[config.mk]
export PLATFORM = sky130hd
export DESIGN_NAME = cms_ctrl
export DESIGN_NICKNAME = d
export VERILOG_FILES = /design/src/rtl/cms_pkg.sv /design/src/rtl/cms_ctrl.sv
export SDC_FILE = /design/constraint.sdc
export NUM_CORES = 1
export LEC_CHECK = 0
export BUFFER_PORTS_ARGS = -buffer_cell sky130_fd_sc_hd__buf_2
export CELL_PAD_IN_SITES_DETAIL_PLACEMENT = 1
export CELL_PAD_IN_SITES_GLOBAL_PLACEMENT = 2
export CORE_MARGIN = 1
export CORE_UTILIZATION = 31
export CTS_CLUSTER_DIAMETER = 200
export DETAILED_ROUTE_END_ITERATION = 8
export PLACE_DENSITY = 0.89
export SETUP_SLACK_MARGIN = 0.3
export SYNTH_ARGS = -nofsm -noshare
export SYNTH_HDL_FRONTEND = slang
export SYNTH_SLANG_ARGS = --single-unit
export TNS_END_PERCENT = 100
[constraint.sdc]
create_clock -name clock -period 4.2 [get_ports clock]
set_clock_uncertainty 0.15 [all_clocks]
set_input_delay 0 -clock clock [delete_from_list [all_inputs] [get_ports clock]]
set_output_delay 0 -clock clock [all_outputs]
set_load 0.03 [all_outputs]
[src/rtl/cms_pkg.sv]
package cms_pkg;

   // sizing of the sample path
   localparam int SAMPLE_BITS = 16;
   localparam int MAX_SAMPLES = 1024;

   localparam int CNT_W  = $clog2(MAX_SAMPLES + 1);         // kept count, 0..MAX_SAMPLES
   localparam int ADDR_W = $clog2(MAX_SAMPLES);             // store address
   localparam int SUM_W  = SAMPLE_BITS + CNT_W;             // signed running sum
   localparam int SQ_W   = 2 * SAMPLE_BITS + CNT_W;         // sum of squares
   localparam int P_W    = 2 * SAMPLE_BITS + 2 * CNT_W;     // n*sum(x^2), (sum x)^2
   localparam int D_W    = P_W + 1;                         // summed distances of both parts
   localparam int DEN_W  = 2 * CNT_W;                       // n*(n-1)
   localparam int STD_W  = SAMPLE_BITS + 1;                 // standard deviation
   localparam int MB_W   = SUM_W;                           // multiplier operand B

   typedef struct packed {
      logic signed [SAMPLE_BITS-1:0] sample_re;
      logic signed [SAMPLE_BITS-1:0] sample_im;
      logic                          last_sample;
   } req_type;

   typedef struct packed {
      logic signed [SAMPLE_BITS-1:0] mean_re;
      logic signed [SAMPLE_BITS-1:0] mean_im;
      logic [STD_W-1:0]              std_dev;
      logic [CNT_W-1:0]              sample_count;
      logic                          overflowed;
   } rsp_type;

   // products formed by the shared shift-add multiplier
   typedef enum logic [2:0] {
      MUL_NSQ_RE,
      MUL_NSQ_IM,
      MUL_SUM_RE,
      MUL_SUM_IM,
      MUL_DEN
   } mul_op_type;

   // quotients formed by the shared divider
   typedef enum logic [1:0] {
      DIV_MEAN_RE,
      DIV_MEAN_IM,
      DIV_VAR
   } div_op_type;

   typedef struct packed {
      logic       store;
      logic       close;
      logic       pass_start;
      logic       mul_start;
      mul_op_type mul_op;
      logic       div_start;
      div_op_type div_op;
      logic       sqrt_start;
      logic       emit;
   } dp_cmd_type;

   typedef struct packed {
      logic pass_busy;
      logic mul_done;
      logic div_done;
      logic sqrt_done;
      logic single;
      logic out_free;
   } dp_stat_type;

endpackage

[src/rtl/cms_ctrl.sv]
// sequencer: load, means, square pass, products, variance, root, result
module cms_ctrl (
   input  logic                 clock,
   input  logic                 reset,
   input  logic                 req_valid,
   input  logic                 req_last,
   output logic                 req_stall,
   output cms_pkg::dp_cmd_type  cmd,
   input  cms_pkg::dp_stat_type stat
);

   typedef enum logic [9:0] {
      ST_LOAD      = 10'b0000000001,
      ST_DIV_GO    = 10'b0000000010,
      ST_DIV_WAIT  = 10'b0000000100,
      ST_PASS_GO   = 10'b0000001000,
      ST_PASS      = 10'b0000010000,
      ST_MUL_GO    = 10'b0000100000,
      ST_MUL_WAIT  = 10'b0001000000,
      ST_SQRT_GO   = 10'b0010000000,
      ST_SQRT_WAIT = 10'b0100000000,
      ST_EMIT      = 10'b1000000000
   } ctrl_state_type;

   ctrl_state_type      state_ff, state_in;
   cms_pkg::mul_op_type mul_op_ff, mul_op_in;
   cms_pkg::div_op_type div_op_ff, div_op_in;

   always_comb begin
      state_in   = state_ff;
      mul_op_in  = mul_op_ff;
      div_op_in  = div_op_ff;
      req_stall  = 1'b1;
      cmd        = '0;
      cmd.mul_op = mul_op_ff;
      cmd.div_op = div_op_ff;
      unique case (state_ff)
         ST_LOAD: begin
            req_stall = 1'b0;
            if (req_valid) begin
               cmd.store = 1'b1;
               if (req_last) begin
                  cmd.close = 1'b1;
                  div_op_in = cms_pkg::DIV_MEAN_RE;
                  state_in  = ST_DIV_GO;
               end
            end
         end
         ST_DIV_GO: begin
            cmd.div_start = 1'b1;
            state_in      = ST_DIV_WAIT;
         end
         ST_DIV_WAIT: begin
            if (stat.div_done) begin
               case (div_op_ff)
                  cms_pkg::DIV_MEAN_RE: begin
                     div_op_in = cms_pkg::DIV_MEAN_IM;
                     state_in  = ST_DIV_GO;
                  end
                  cms_pkg::DIV_MEAN_IM: state_in = stat.single ? ST_EMIT : ST_PASS_GO;
                  cms_pkg::DIV_VAR:     state_in = ST_SQRT_GO;
                  default:              state_in = ST_EMIT;
               endcase
            end
         end
         ST_PASS_GO: begin
            cmd.pass_start = 1'b1;
            mul_op_in      = cms_pkg::MUL_NSQ_RE;
            state_in       = ST_PASS;
         end
         ST_PASS: begin
            if (!stat.pass_busy) begin
               state_in = ST_MUL_GO;
            end
         end
         ST_MUL_GO: begin
            cmd.mul_start = 1'b1;
            state_in      = ST_MUL_WAIT;
         end
         ST_MUL_WAIT: begin
            if (stat.mul_done) begin
               state_in = ST_MUL_GO;
               case (mul_op_ff)
                  cms_pkg::MUL_NSQ_RE: mul_op_in = cms_pkg::MUL_NSQ_IM;
                  cms_pkg::MUL_NSQ_IM: mul_op_in = cms_pkg::MUL_SUM_RE;
                  cms_pkg::MUL_SUM_RE: mul_op_in = cms_pkg::MUL_SUM_IM;
                  cms_pkg::MUL_SUM_IM: mul_op_in = cms_pkg::MUL_DEN;
                  default: begin
                     div_op_in = cms_pkg::DIV_VAR;
                     state_in  = ST_DIV_GO;
                  end
               endcase
            end
         end
         ST_SQRT_GO: begin
            cmd.sqrt_start = 1'b1;
            state_in       = ST_SQRT_WAIT;
         end
         ST_SQRT_WAIT: begin
            if (stat.sqrt_done) begin
               state_in = ST_EMIT;
            end
         end
         ST_EMIT: begin
            if (stat.out_free) begin
               cmd.emit = 1'b1;
               state_in = ST_LOAD;
            end
         end
         default: state_in = ST_LOAD;
      endcase
   end

   always_ff @(posedge clock) begin
      if (reset) begin
         state_ff  <= ST_LOAD;
         mul_op_ff <= cms_pkg::MUL_NSQ_RE;
         div_op_ff <= cms_pkg::DIV_MEAN_RE;
      end else begin
         state_ff  <= state_in;
         mul_op_ff <= mul_op_in;
         div_op_ff <= div_op_in;
      end
   end

endmodule

==> summary.txt, run 1 <==
Outcome
  • Outcome: finished, final reports clean

Global route
  • Met1 Use GR: 0.271
  • Most Used Layer, Global Route: met2
  • Total track usage: 0.223
  • Met3 GRT Util: 0.0346
  • GR Layer Usage met2: 0.372
  • Vias in the first global route: around 1.1k
  • Initial antenna violation count: 0
  • Largest net degree at the start of global routing: 13
  • First-pass GRT wire length: roughly 5500 µm
  • Grt ovf: 0

Critical path
  • CP endpoint kind: flop
  • Worst path cell trace: nor4_4 -> nand4_1 -> o221ai_1 -> or3_1 -> nor4b_1
  • Gate family responsible for the most delay along the worst path: simple AND/OR/NAND/NOR gates
  • Max FO, Critical Path: 10
  • CP peak stage delay: approximately 0.58 ns
  • Slowest-stage cell, CP: dfxtp_1
  • Startpoint Class: flop
  • Setup Crit Path Kind: flop to flop
  • CP Data Required Time: roughly 4.2 ns
  • Worst endpoint data arrival time: between 2 and 3 ns
  • Buf/Inv on CP: 0
  • Levels on crit path: 5
  • Worst R2R Path Depth: 5

Route
  • Drt pass-1 iters: 4
  • Post-Route WL: 3170 µm
  • DRT iter0 DRCs: 29
  • Routed vias: around 1.1k
  • Drt wl/cell: roughly 18 µm
  • Mean number of vias per cell: 6.03
  • Antenna viol nets, final: 0
  • Residual DRC: 0

Final layout
  • Post-route cell area: 0.00113 mm²
  • Final-stage net count: approximately 160
  • Area grow syn2layout: 22.2%
  • Most common cell after layout, fill and taps aside: buf_2
  • Commonest cells after routing, fill and taps aside: buf_2 (22), dfxtp_1 (15), nor2_1 (13)
  • Layout cells sized above 1: 0.214
  • Final core utilization: 0.405
  • Antenna diode count: 0
  • Layout filler cell count: between 300 and 400

Floorplan
  • Row cnt: 19
  • Die ar.: between 0.003 and 0.004 mm²
  • Core area: between 0.002 and 0.003 mm²
  • Boundary pin count: 23
  • Die Span Y: around 57 µm
  • Die W: between 50 and 60 µm
  • Initial core utilization: 0.331

Power
  • PD cells: 340 mW/mm²
  • Leak: around 0.47 nW
  • IR drop worst, VDD: about 0.14 mV

STA
  • Fmax: just under 400 MHz
  • TNS Setup: 0 ns
  • Final hold violations: 0
  • Slew Limit Fails: 0
  • Final setup fails: 0
  • Fin crit period: 2.53 ns
  • Fin crit share: 0.603
  • RSZ-0062 raised after global routing: false
  • Slew margin rel.: 0.440
  • Slew @ Worst Pin: 0.833 ns

Synth
  • Synth cell types: 38
  • Post-Syn Instances: about 120
  • Post-synthesis compound-gate area fraction: 0.194
  • Largest family of logic cells by synthesized area: simple AND/OR/NAND/NOR gates
  • Post-synthesis xor/xnor area fraction: 0.0283
  • Post-Synth Adder-Cell Area: 0
  • Synth area leaders: dfxtp_1 (32%), nor2_1 (5.3%), nor4_4 (4.6%), a21oi_1 (4.3%), o21ai_0 (3.8%)
  • Yosys warns: 0
  • Post-synth top area cell: dfxtp_1
  • Top-area cell type share of the netlist area: 0.323
  • Syn Nets: 128
  • Post-synthesis register bit count: 15
  • Avg Inst Size Synth: a little under 8 µm²
  • Register area share after synthesis: 0.323
  • Post-synthesis simple-gate area fraction: 0.391
  • Mux contribution to synthesized area: 0
  • Post-Syn Area: roughly 930 µm²

Clock network
  • CTS Buf Count: 3
  • Maximum clock path buffer count: 2
  • Num Clock Sinks: 15
  • Clk slew on worst S/H paths: roughly 0.10 ns
  • Clock latency on the worst-skew pair: 0.30 ns
  • Root buffer cell: clkbuf_4
  • CTS tree: built
  • H-tree Lvls: 1
  • PostCTS Resize Cnt: 0

Hold path
  • Hold Path Cell Cnt: 5
  • Worst Hold Class: input pin to flop

Flow run
  • Max cap viols: 0

Place
  • Hpwl dp: roughly 2200 µm
  • Routability Congestion: just under 0.9
  • Post-placement cell area: slightly above 0.001 mm²
  • Port Buf Inserts: 22
cell usage after synthesis:
cell type	count
nor4_1	4
xor2_1	2
nand2_1	9
o31ai_1	1
a211oi_1	1
o211ai_1	2
nor3b_1	3
nor4_4	2
a21oi_1	8
a31oi_1	1
nor2b_1	5
o21a_1	1
nor2_1	13
o21ai_0	7
nor3_1	5
o311ai_0	1
buf_6	2
dfxtp_1	15
nor4b_1	2
a21boi_1	1
clkbuf_1	2
o2111ai_1	1
buf_2	2
and3_2	1
a211o_1	1
inv_1	5
o311a_1	1
or4_1	1
nand4b_1	1
or3_1	1
nand3_1	6
o32ai_1	1
xnor2_1	1
nand2b_1	1
or3b_2	1
nand4_1	5
o221ai_1	1
nand3_2	1
what timing repair did:
action | 4_1_cts | 5_1_grt
setup buffers | 0 | 0
hold buffers | 7 | 0
hold endpoints to repair | 12 | 0
setup endpoints to repair | 0 | 0
power by group:
group          total [W]  switching [W]  internal [W]
combinational   0.000134      0.0000888     0.0000454
sequential      0.000159      0.0000115      0.000148
clock          0.0000917      0.0000561     0.0000356
state kept, by name, indices dropped and copies added (netlist names):
| name | cells |
|---|---|
| state_ff | 10 |
| div_op_ff | 2 |
| mul_op_ff | 3 |
worst min-delay path, delay by kind of cell:
family	cells	cell delay (ns)
compound gates	2	0.21
simple gates	2	0.18
buf+inv	1	0.11
worst paths after layout:
kind                            slack (ns)         start           end
worst min register to register        0.38  mul_op_ff[1]  mul_op_ff[2]
worst max-delay path                  1.67   state_ff[8]   state_ff[3]
worst min-delay path                  0.07      req_last  div_op_ff[1]
worst max register to register        1.67   state_ff[8]   state_ff[3]
per-stage QoR:
stage	cells	worst slack, ns	hold WS [ns]	power, W
after floorplan	118	1.57	-0.0514	0.000244
after global placement	165	1.82	0.165	0.000279
after detailed placement	165	1.78	0.174	0.000284
after CTS	176	1.75	0.0475	0.000383
after global routing	176	1.47	0.151	0.000404
final	176	1.67	0.0742	0.000385
layer usage:
layer | share of wire | vias up
met5 | 0 | -
met4 | 0.033 | 0
met3 | 0.049 | 12
met2 | 0.50 | 34
met1 | 0.42 | 523
li1 | - | 492
final cells by class:
class | instances | area [µm²] | area share
Clock inverter | 1 | 5.00 | 0.00441
Clock buffer | 3 | 22.5 | 0.0198
Inverter | 5 | 18.8 | 0.0165
Sequential cell | 15 | 300 | 0.265
Timing Repair Buffer | 29 | 180 | 0.159
Tap cell | 31 | 38.8 | 0.0342
Multi-Input combinational cell | 92 | 569 | 0.502
kinds of logic (layout without fill, tap and decap cells):
kind of cell | count (synthesis) | count (layout)
AND/OR/NAND/NOR | 61 | 61
flip-flops | 15 | 15
buffers and inverters | 11 | 38
XOR/XNOR | 3 | 3
AO/OA/AOI/OAI | 28 | 28
Note: power is estimated with default switching activity, not from simulation.
==> inputs of run 2 (changes only) <==
--- a/config.mk
+++ b/config.mk
@@ -9,10 +9,10 @@
 export CELL_PAD_IN_SITES_DETAIL_PLACEMENT = 1
 export CELL_PAD_IN_SITES_GLOBAL_PLACEMENT = 2
 export CORE_MARGIN = 1
-export CORE_UTILIZATION = 31
+export CORE_UTILIZATION = 26
 export CTS_CLUSTER_DIAMETER = 200
 export DETAILED_ROUTE_END_ITERATION = 8
-export PLACE_DENSITY = 0.89
+export PLACE_DENSITY = 0.81
 export SETUP_SLACK_MARGIN = 0.3
 export SYNTH_ARGS = -nofsm -noshare
 export SYNTH_HDL_FRONTEND = slang
==> constraint.sdc (replaced) <==
create_clock -name clock -period 2.1 [get_ports clock]
set_clock_uncertainty 0.15 [all_clocks]
set_input_delay 0 -clock clock [delete_from_list [all_inputs] [get_ports clock]]
set_output_delay 0 -clock clock [all_outputs]
set_load 0.03 [all_outputs]
==> run 2 against run 1 <==
Compared with the run above: power rose to 2.5 times the previous value; utilization up 7.8 points; cell area rose by 44%; global-route usage is 0.57 points lower; critical path depth unchanged; final cell count is 26% higher; clock power is 91% higher; via count increased by 8.8%; critical path type unchanged.
==> summary.txt, run 2 (synthesis gave the netlist of run 1 again) <==
Critical path
  • CP endpoint kind: flop (unchanged)
  • Startpoint Class: flop (unchanged)
  • Worst endpoint data arrival time: 2.15 ns (was 2.55 ns)
  • Setup Crit Path Kind: flop to flop (unchanged)
  • Max FO, Critical Path: 5 (was 10)
  • CP Data Required Time: 2.17 ns (was 4.21 ns)

Place
  • Hpwl dp: 2600 µm (was 2200 µm)
  • Port Buf Inserts: 22 (unchanged)
  • Placed instance count: 199 (was 165)
  • Pre-CTS setup slack: -0.0519 ns (was 1.78 ns)
  • Routability Congestion: 0.858 (was 0.880)

STA
  • Final setup fails: 0 (unchanged)
  • Hold slack: 0.144 ns (was 0.0742 ns)
  • PnR worst setup slack: 0.0213 ns (was 1.67 ns)
  • Fin crit share: 0.990 (was 0.603)
  • Slew Limit Fails: 0 (unchanged)
  • Final hold violations: 0 (unchanged)
  • Slew margin rel.: 0.721 (was 0.440)
  • Fin crit period: 2.08 ns (was 2.53 ns)
  • Fmax: 481 MHz (was 395 MHz)
  • Slew @ Worst Pin: 0.418 ns (was 0.833 ns)
  • RSZ-0062 raised after global routing: true (was false)

Power
  • Clock share of power: 0.181 (was 0.238)
  • Logic pwr share: 0.493 (was 0.348)
  • Sequential share of power: 0.326 (was 0.414)
  • Tot Pwr: 0.000968 W (was 0.000385 W)
  • Leak: 0.662 nW (was 0.466 nW)
  • Internal Power: 0.000599 W (was 0.000229 W)
  • PD cells: 592 mW/mm² (was 340 mW/mm²)
  • Psw: 0.000369 W (was 0.000156 W)
  • IR drop worst, VDD: 0.268 mV (was 0.136 mV)
  • Switching Fraction: 0.381 (was 0.406)

Final layout
  • Layout cells sized above 1: 0.551 (was 0.214)
  • Most common cell after layout, fill and taps aside: buf_4 (was buf_2)
  • Largest regs: state_ff: 10 flops, mul_op_ff: 3 flops, div_op_ff: 2 flops (unchanged)
  • Antenna diode count: 0 (unchanged)
  • Finished Layout Cells: 222 (was 176)
  • Area grow syn2layout: 76.0% (was 22.2%)
  • Commonest cells after routing, fill and taps aside: buf_4 (32), buf_2 (15), nor2_1 (12) (was buf_2 (22), dfxtp_1 (15), nor2_1 (13))
  • Top reg by flops: state_ff (unchanged)
  • Number of flip-flops under the largest register name: 10 (unchanged)
  • Final core utilization: 0.482 (was 0.405)
  • Final-stage net count: 187 (was 156)

Clock network
  • Clk slew on worst S/H paths: 0.10 ns (about the same)
  • Clock latency on the worst-skew pair: 0.29 ns (was 0.30 ns)
  • H-tree Lvls: 1 (unchanged)
  • Root buffer cell: clkbuf_4 (unchanged)
  • CTS Buf Count: 3 (unchanged)
  • Num Clock Sinks: 15 (unchanged)
  • Maximum clock path buffer count: 2 (unchanged)
  • CTS tree: built (unchanged)

Flow run
  • Max cap viols: 0 (unchanged)

Route
  • Post-Route WL: 3760 µm (was 3170 µm)
  • Drt pass-1 iters: 4 (unchanged)
  • Antenna viol nets, final: 0 (unchanged)
  • Top Layer Used: met4 (unchanged)
  • WL met3: 103 µm (was 155 µm)
  • Residual DRC: 0 (unchanged)
  • DRT iter0 DRCs: 69 (was 29)
  • Routed vias: 1154 (was 1061)
  • Mean number of vias per cell: 5.20 (was 6.03)
  • Drt wl/cell: 16.9 µm (was 18.0 µm)
  • Metal2 WL: 2010 µm (was 1570 µm)
  • M1 wire length: 1620 µm (was 1340 µm)

Global route
  • Initial antenna violation count: 0 (unchanged)
  • Largest net degree at the start of global routing: 13 (unchanged)
  • Total track usage: 0.218 (was 0.223)
  • First-pass GRT wire length: 5890 µm (was 5480 µm)
  • Vias in the first global route: 1201 (was 1102)
  • Grt ovf: 0 (unchanged)

Floorplan
  • Core area: 0.00339 mm² (was 0.00281 mm²)
  • Die ar.: 0.00381 mm² (was 0.00322 mm²)
  • Boundary pin count: 23 (unchanged)
  • Die W: 61.8 µm (was 56.7 µm)
  • Row cnt: 21 (was 19)
  • Die Span Y: 61.8 µm (was 56.7 µm)
  • Initial core utilization: 0.274 (was 0.331)

Hold path
  • Worst Hold Class: input pin to flop (unchanged)

Outcome
  • Outcome: finished, final reports clean (unchanged)
[run 2: changes by cell type in the layout (fill, tap and decap cells not counted), moves of 5 or more]
cell | previous run | this run
buf_2 | 22 | 15
buf_4 | 0 | 32
buf_6 | 0 | 7
dfxtp_1 | 15 | 6
dfxtp_2 | 0 | 7
nand3_1 | 6 | 1
[run 2: what timing repair did]
action	CTS	global route
hold buffers	6	0
endpoints found under the hold margin	12	0
endpoints found under the setup margin	22	22
resized for setup	29	27
buffers inserted	10	3
pin swaps	11	15
[run 2: final timing paths]
path | cells after the start | start | slack (ns) | end
worst min-delay path | 6 | stat[5] | 0.14 | state_ff[8]
worst max-delay path | 5 | state_ff[1] | 0.02 | div_op_ff[0]
worst min register to register | 2 | mul_op_ff[1] | 0.38 | mul_op_ff[2]
worst max register to register | 5 | state_ff[1] | 0.02 | div_op_ff[0]
[run 2: critical path, stage by stage (launching register included)]
cell	delay, ns
dfxtp_4	0.37
nor4_4	0.40
nand3_2	0.14
o311a_1	0.33
or4_4	0.48
a21oi_2	0.13
[run 2: final cells by class]
class,count,area [µm²]
inverters,5,21.3
fillers,397,1760
repair buffers,60,454
clock buffers,4,26.3
multi-input cells,92,758
well taps,46,57.6
flip-flops and latches,15,317
[run 2: per-stage QoR]
step	setup TNS [ns]	instance area [µm²]
2_1_floorplan	-0.422	990
3_3_place_gp	0	1250
3_5_place_dp	-0.0697	1250
4_1_cts	0	1490
5_1_grt	-0.140	1630
6_report	0	1630
[run 2: layer usage]
metal | up-vias | track usage
li1 | 556 | -
met1 | 572 | 0.261
met2 | 22 | 0.402
met3 | 4 | 0.0435
met4 | 0 | 0.0413
met5 | - | 0
[run 2: power by group through the flow]
stage | Sequential (W) | Combinational [W] | Clock (W)
global placement | 0.000323 | 0.000328 | 0
detailed placement | 0.000324 | 0.000331 | 0
CTS | 0.000316 | 0.000415 | 0.000177
floorplan | 0.000323 | 0.000194 | 0
global route | 0.000316 | 0.000510 | 0.000185
finish | 0.000315 | 0.000477 | 0.000175
==> inputs of run 3 (changes only) <==
--- a/config.mk
+++ b/config.mk
@@ -7,9 +7,9 @@
 export LEC_CHECK = 0
 export BUFFER_PORTS_ARGS = -buffer_cell sky130_fd_sc_hd__buf_2
 export CELL_PAD_IN_SITES_DETAIL_PLACEMENT = 1
-export CELL_PAD_IN_SITES_GLOBAL_PLACEMENT = 2
+export CELL_PAD_IN_SITES_GLOBAL_PLACEMENT = 1
 export CORE_MARGIN = 1
-export CORE_UTILIZATION = 26
+export CORE_UTILIZATION = 33
 export CTS_CLUSTER_DIAMETER = 200
 export DETAILED_ROUTE_END_ITERATION = 8
 export PLACE_DENSITY = 0.81
==> run 3 against run 2 <==
Compared with the run above: clock power rose by 9%; final cell count fell by 0.90%; register-to-register slack got worse by 0.09 ns; the run now ends with negative setup slack left; highest routed layer unchanged; critical path depth rose by 2; largest cell class unchanged; utilization rose by 21 points; maximum frequency fell by 4.2%.
==> summary.txt, run 3 (synthesis gave the netlist of run 1 again) <==
STA
  • Final setup fails: 7 (was 0)
  • Final hold violations: 0 (unchanged)
  • Fin crit share: 1.03 (was 0.990)
  • Fin crit period: 2.17 ns (was 2.08 ns)
  • Fmax: 461 MHz (was 481 MHz)
  • Slew @ Worst Pin: 0.397 ns (was 0.418 ns)
  • Slew Limit Fails: 0 (unchanged)
  • PnR worst setup slack: -0.0703 ns (was 0.0213 ns)
  • RSZ-0062 raised after global routing: true (unchanged)
  • Slew margin rel.: 0.735 (was 0.721)

Power
  • Switching Fraction: 0.411 (was 0.381)
  • Clock share of power: 0.158 (was 0.181)
  • Logic pwr share: 0.578 (was 0.493)
  • IR drop worst, VDD: 0.501 mV (was 0.268 mV)
  • PD cells: 677 mW/mm² (was 592 mW/mm²)
  • Psw: 0.000495 W (was 0.000369 W)
  • Leak: 0.746 nW (was 0.662 nW)
  • Tot Pwr: 0.00120 W (was 0.000968 W)
  • Internal Power: 0.000709 W (was 0.000599 W)
  • Sequential share of power: 0.264 (was 0.326)

Route
  • Residual DRC: 0 (unchanged)
  • Drt wl/cell: 25.2 µm (was 16.9 µm)
  • Antenna viol nets, final: 0 (unchanged)
  • Post-Route WL: 5550 µm (was 3760 µm)
  • Drt pass-1 iters: 4 (unchanged)
  • Routed vias: 1378 (was 1154)
  • DRT iter0 DRCs: 32 (was 69)
  • Mean number of vias per cell: 6.26 (was 5.20)

Place
  • Port Buf Inserts: 22 (unchanged)
  • Placed instance count: 181 (was 199)
  • Routability Congestion: 0.796 (was 0.858)
  • Hpwl dp: 2600 µm (about the same)

Clock network
  • Clk slew on worst S/H paths: 0.13 ns (was 0.10 ns)
  • Root buffer cell: clkbuf_4 (unchanged)
  • Maximum clock path buffer count: 2 (unchanged)
  • Clock latency on the worst-skew pair: 0.30 ns (was 0.29 ns)
  • CTS Buf Count: 3 (unchanged)
  • H-tree Lvls: 1 (unchanged)
  • Num Clock Sinks: 15 (unchanged)
  • CTS tree: built (unchanged)

Final layout
  • Top reg by flops: state_ff (unchanged)
  • Number of flip-flops under the largest register name: 10 (unchanged)
  • Largest regs: state_ff: 10 flops, mul_op_ff: 3 flops, div_op_ff: 2 flops (unchanged)
  • Final-stage net count: 201 (was 187)
  • Most common cell after layout, fill and taps aside: buf_4 (unchanged)
  • Layout cells sized above 1: 0.595 (was 0.551)
  • Antenna diode count: 0 (unchanged)
  • Finished Layout Cells: 220 (was 222)
  • Area grow syn2layout: 91.4% (was 76.0%)
  • Commonest cells after routing, fill and taps aside: buf_4 (34), buf_6 (18), buf_2 (14) (was buf_4 (32), buf_2 (15), nor2_1 (12))

Critical path
  • Startpoint Class: flop (unchanged)
  • CP Data Required Time: 2.20 ns (was 2.17 ns)
  • Max FO, Critical Path: 4 (was 5)
  • CP endpoint kind: flop (unchanged)
  • Worst endpoint data arrival time: 2.27 ns (was 2.15 ns)
  • Setup Crit Path Kind: flop to flop (unchanged)

Floorplan
  • Die ar.: 0.00303 mm² (was 0.00381 mm²)
  • Die W: 55.0 µm (was 61.8 µm)
  • Initial core utilization: 0.362 (was 0.274)
  • Core area: 0.00257 mm² (was 0.00339 mm²)
  • Row cnt: 18 (was 21)
  • Die Span Y: 55.0 µm (was 61.8 µm)
  • Boundary pin count: 23 (unchanged)

Global route
  • Total track usage: 0.344 (was 0.218)
  • Most Used Layer, Global Route: met2 (unchanged)
  • Largest net degree at the start of global routing: 13 (unchanged)
  • GR Layer Usage met2: 0.600 (was 0.402)
  • Grt ovf: 0 (unchanged)
  • Initial antenna violation count: 0 (unchanged)
  • Met3 GRT Util: 0.0601 (was 0.0435)
  • Vias in the first global route: 1338 (was 1201)
  • Met1 Use GR: 0.398 (was 0.261)
  • First-pass GRT wire length: 7030 µm (was 5890 µm)

Outcome
  • Failing checks: negative setup slack
  • Outcome: complete, but fails checks (was finished, final reports clean)

Flow run
  • Max cap viols: 0 (unchanged)

Hold path
  • Worst Hold Class: input pin to flop (unchanged)
## run 3: layout make-up
type,instances,area [µm²]
Tap cell,30,37.5
Fill cell,289,791
Timing Repair Buffer,74,616
Sequential cell,15,319
Clock buffer,4,26.3
Multi-Input combinational cell,92,757
Inverter,5,21.3
## run 3: per-stage QoR
| stage | worst slack, ns | hold slack [ns] | utilization | TNS, ns | cell area [µm²] |
|---|---|---|---|---|---|
| floorplan | -0.283 | -0.0514 | - | -0.422 | 990 |
| finish | -0.0703 | 0.200 | 0.692 | -0.212 | 1780 |
| CTS | 0.0489 | 0.177 | 0.598 | 0 | 1540 |
| global placement | 0.0750 | 0.174 | 0.472 | 0 | 1210 |
| global route | -0.151 | 0.181 | 0.692 | -0.634 | 1780 |
| detailed placement | -0.0526 | 0.177 | 0.472 | -0.0526 | 1210 |
## run 3: routing by layer
layer | vias to the layer above | part of all wire
li1 | 584 | -
met1 | 670 | 0.38
met2 | 86 | 0.49
met3 | 38 | 0.067
met4 | 0 | 0.062
met5 | - | 0
## run 3: final timing paths
kind,from,to,slack (ns),cells past startpoint
max,state_ff[1],div_op_ff[0],-0.07,7
min,stat[5],state_ff[4],0.20,6
max reg2reg,state_ff[1],div_op_ff[0],-0.07,7
min reg2reg,mul_op_ff[1],mul_op_ff[2],0.39,2
## run 3: repair_timing
action | in CTS | in global routing
hold endpoints to repair | 12 | 0
pin swaps | 9 | 16
resized for setup | 35 | 40
buffers inserted | 15 | 14
endpoints found under the setup margin | 19 | 22
hold buffers | 6 | 0
## run 3: worst max-delay path, cell delays in order, from the launching register on
cell      delay (ns)
dfxtp_1         0.54
nor4_4          0.09
buf_4           0.16
nand4_1         0.19
o221ai_4        0.19
buf_6           0.16
or4_4           0.51
a21oi_2         0.13
## run 3: power by group through the flow
stage | clock network (W) | registers (W) | logic, W
2_1_floorplan | 0 | 0.000323 | 0.000194
3_3_place_gp | 0 | 0.000319 | 0.000328
3_5_place_dp | 0 | 0.000321 | 0.000340
4_1_cts | 0.000170 | 0.000314 | 0.000502
5_1_grt | 0.000216 | 0.000318 | 0.000714
6_report | 0.000190 | 0.000318 | 0.000696
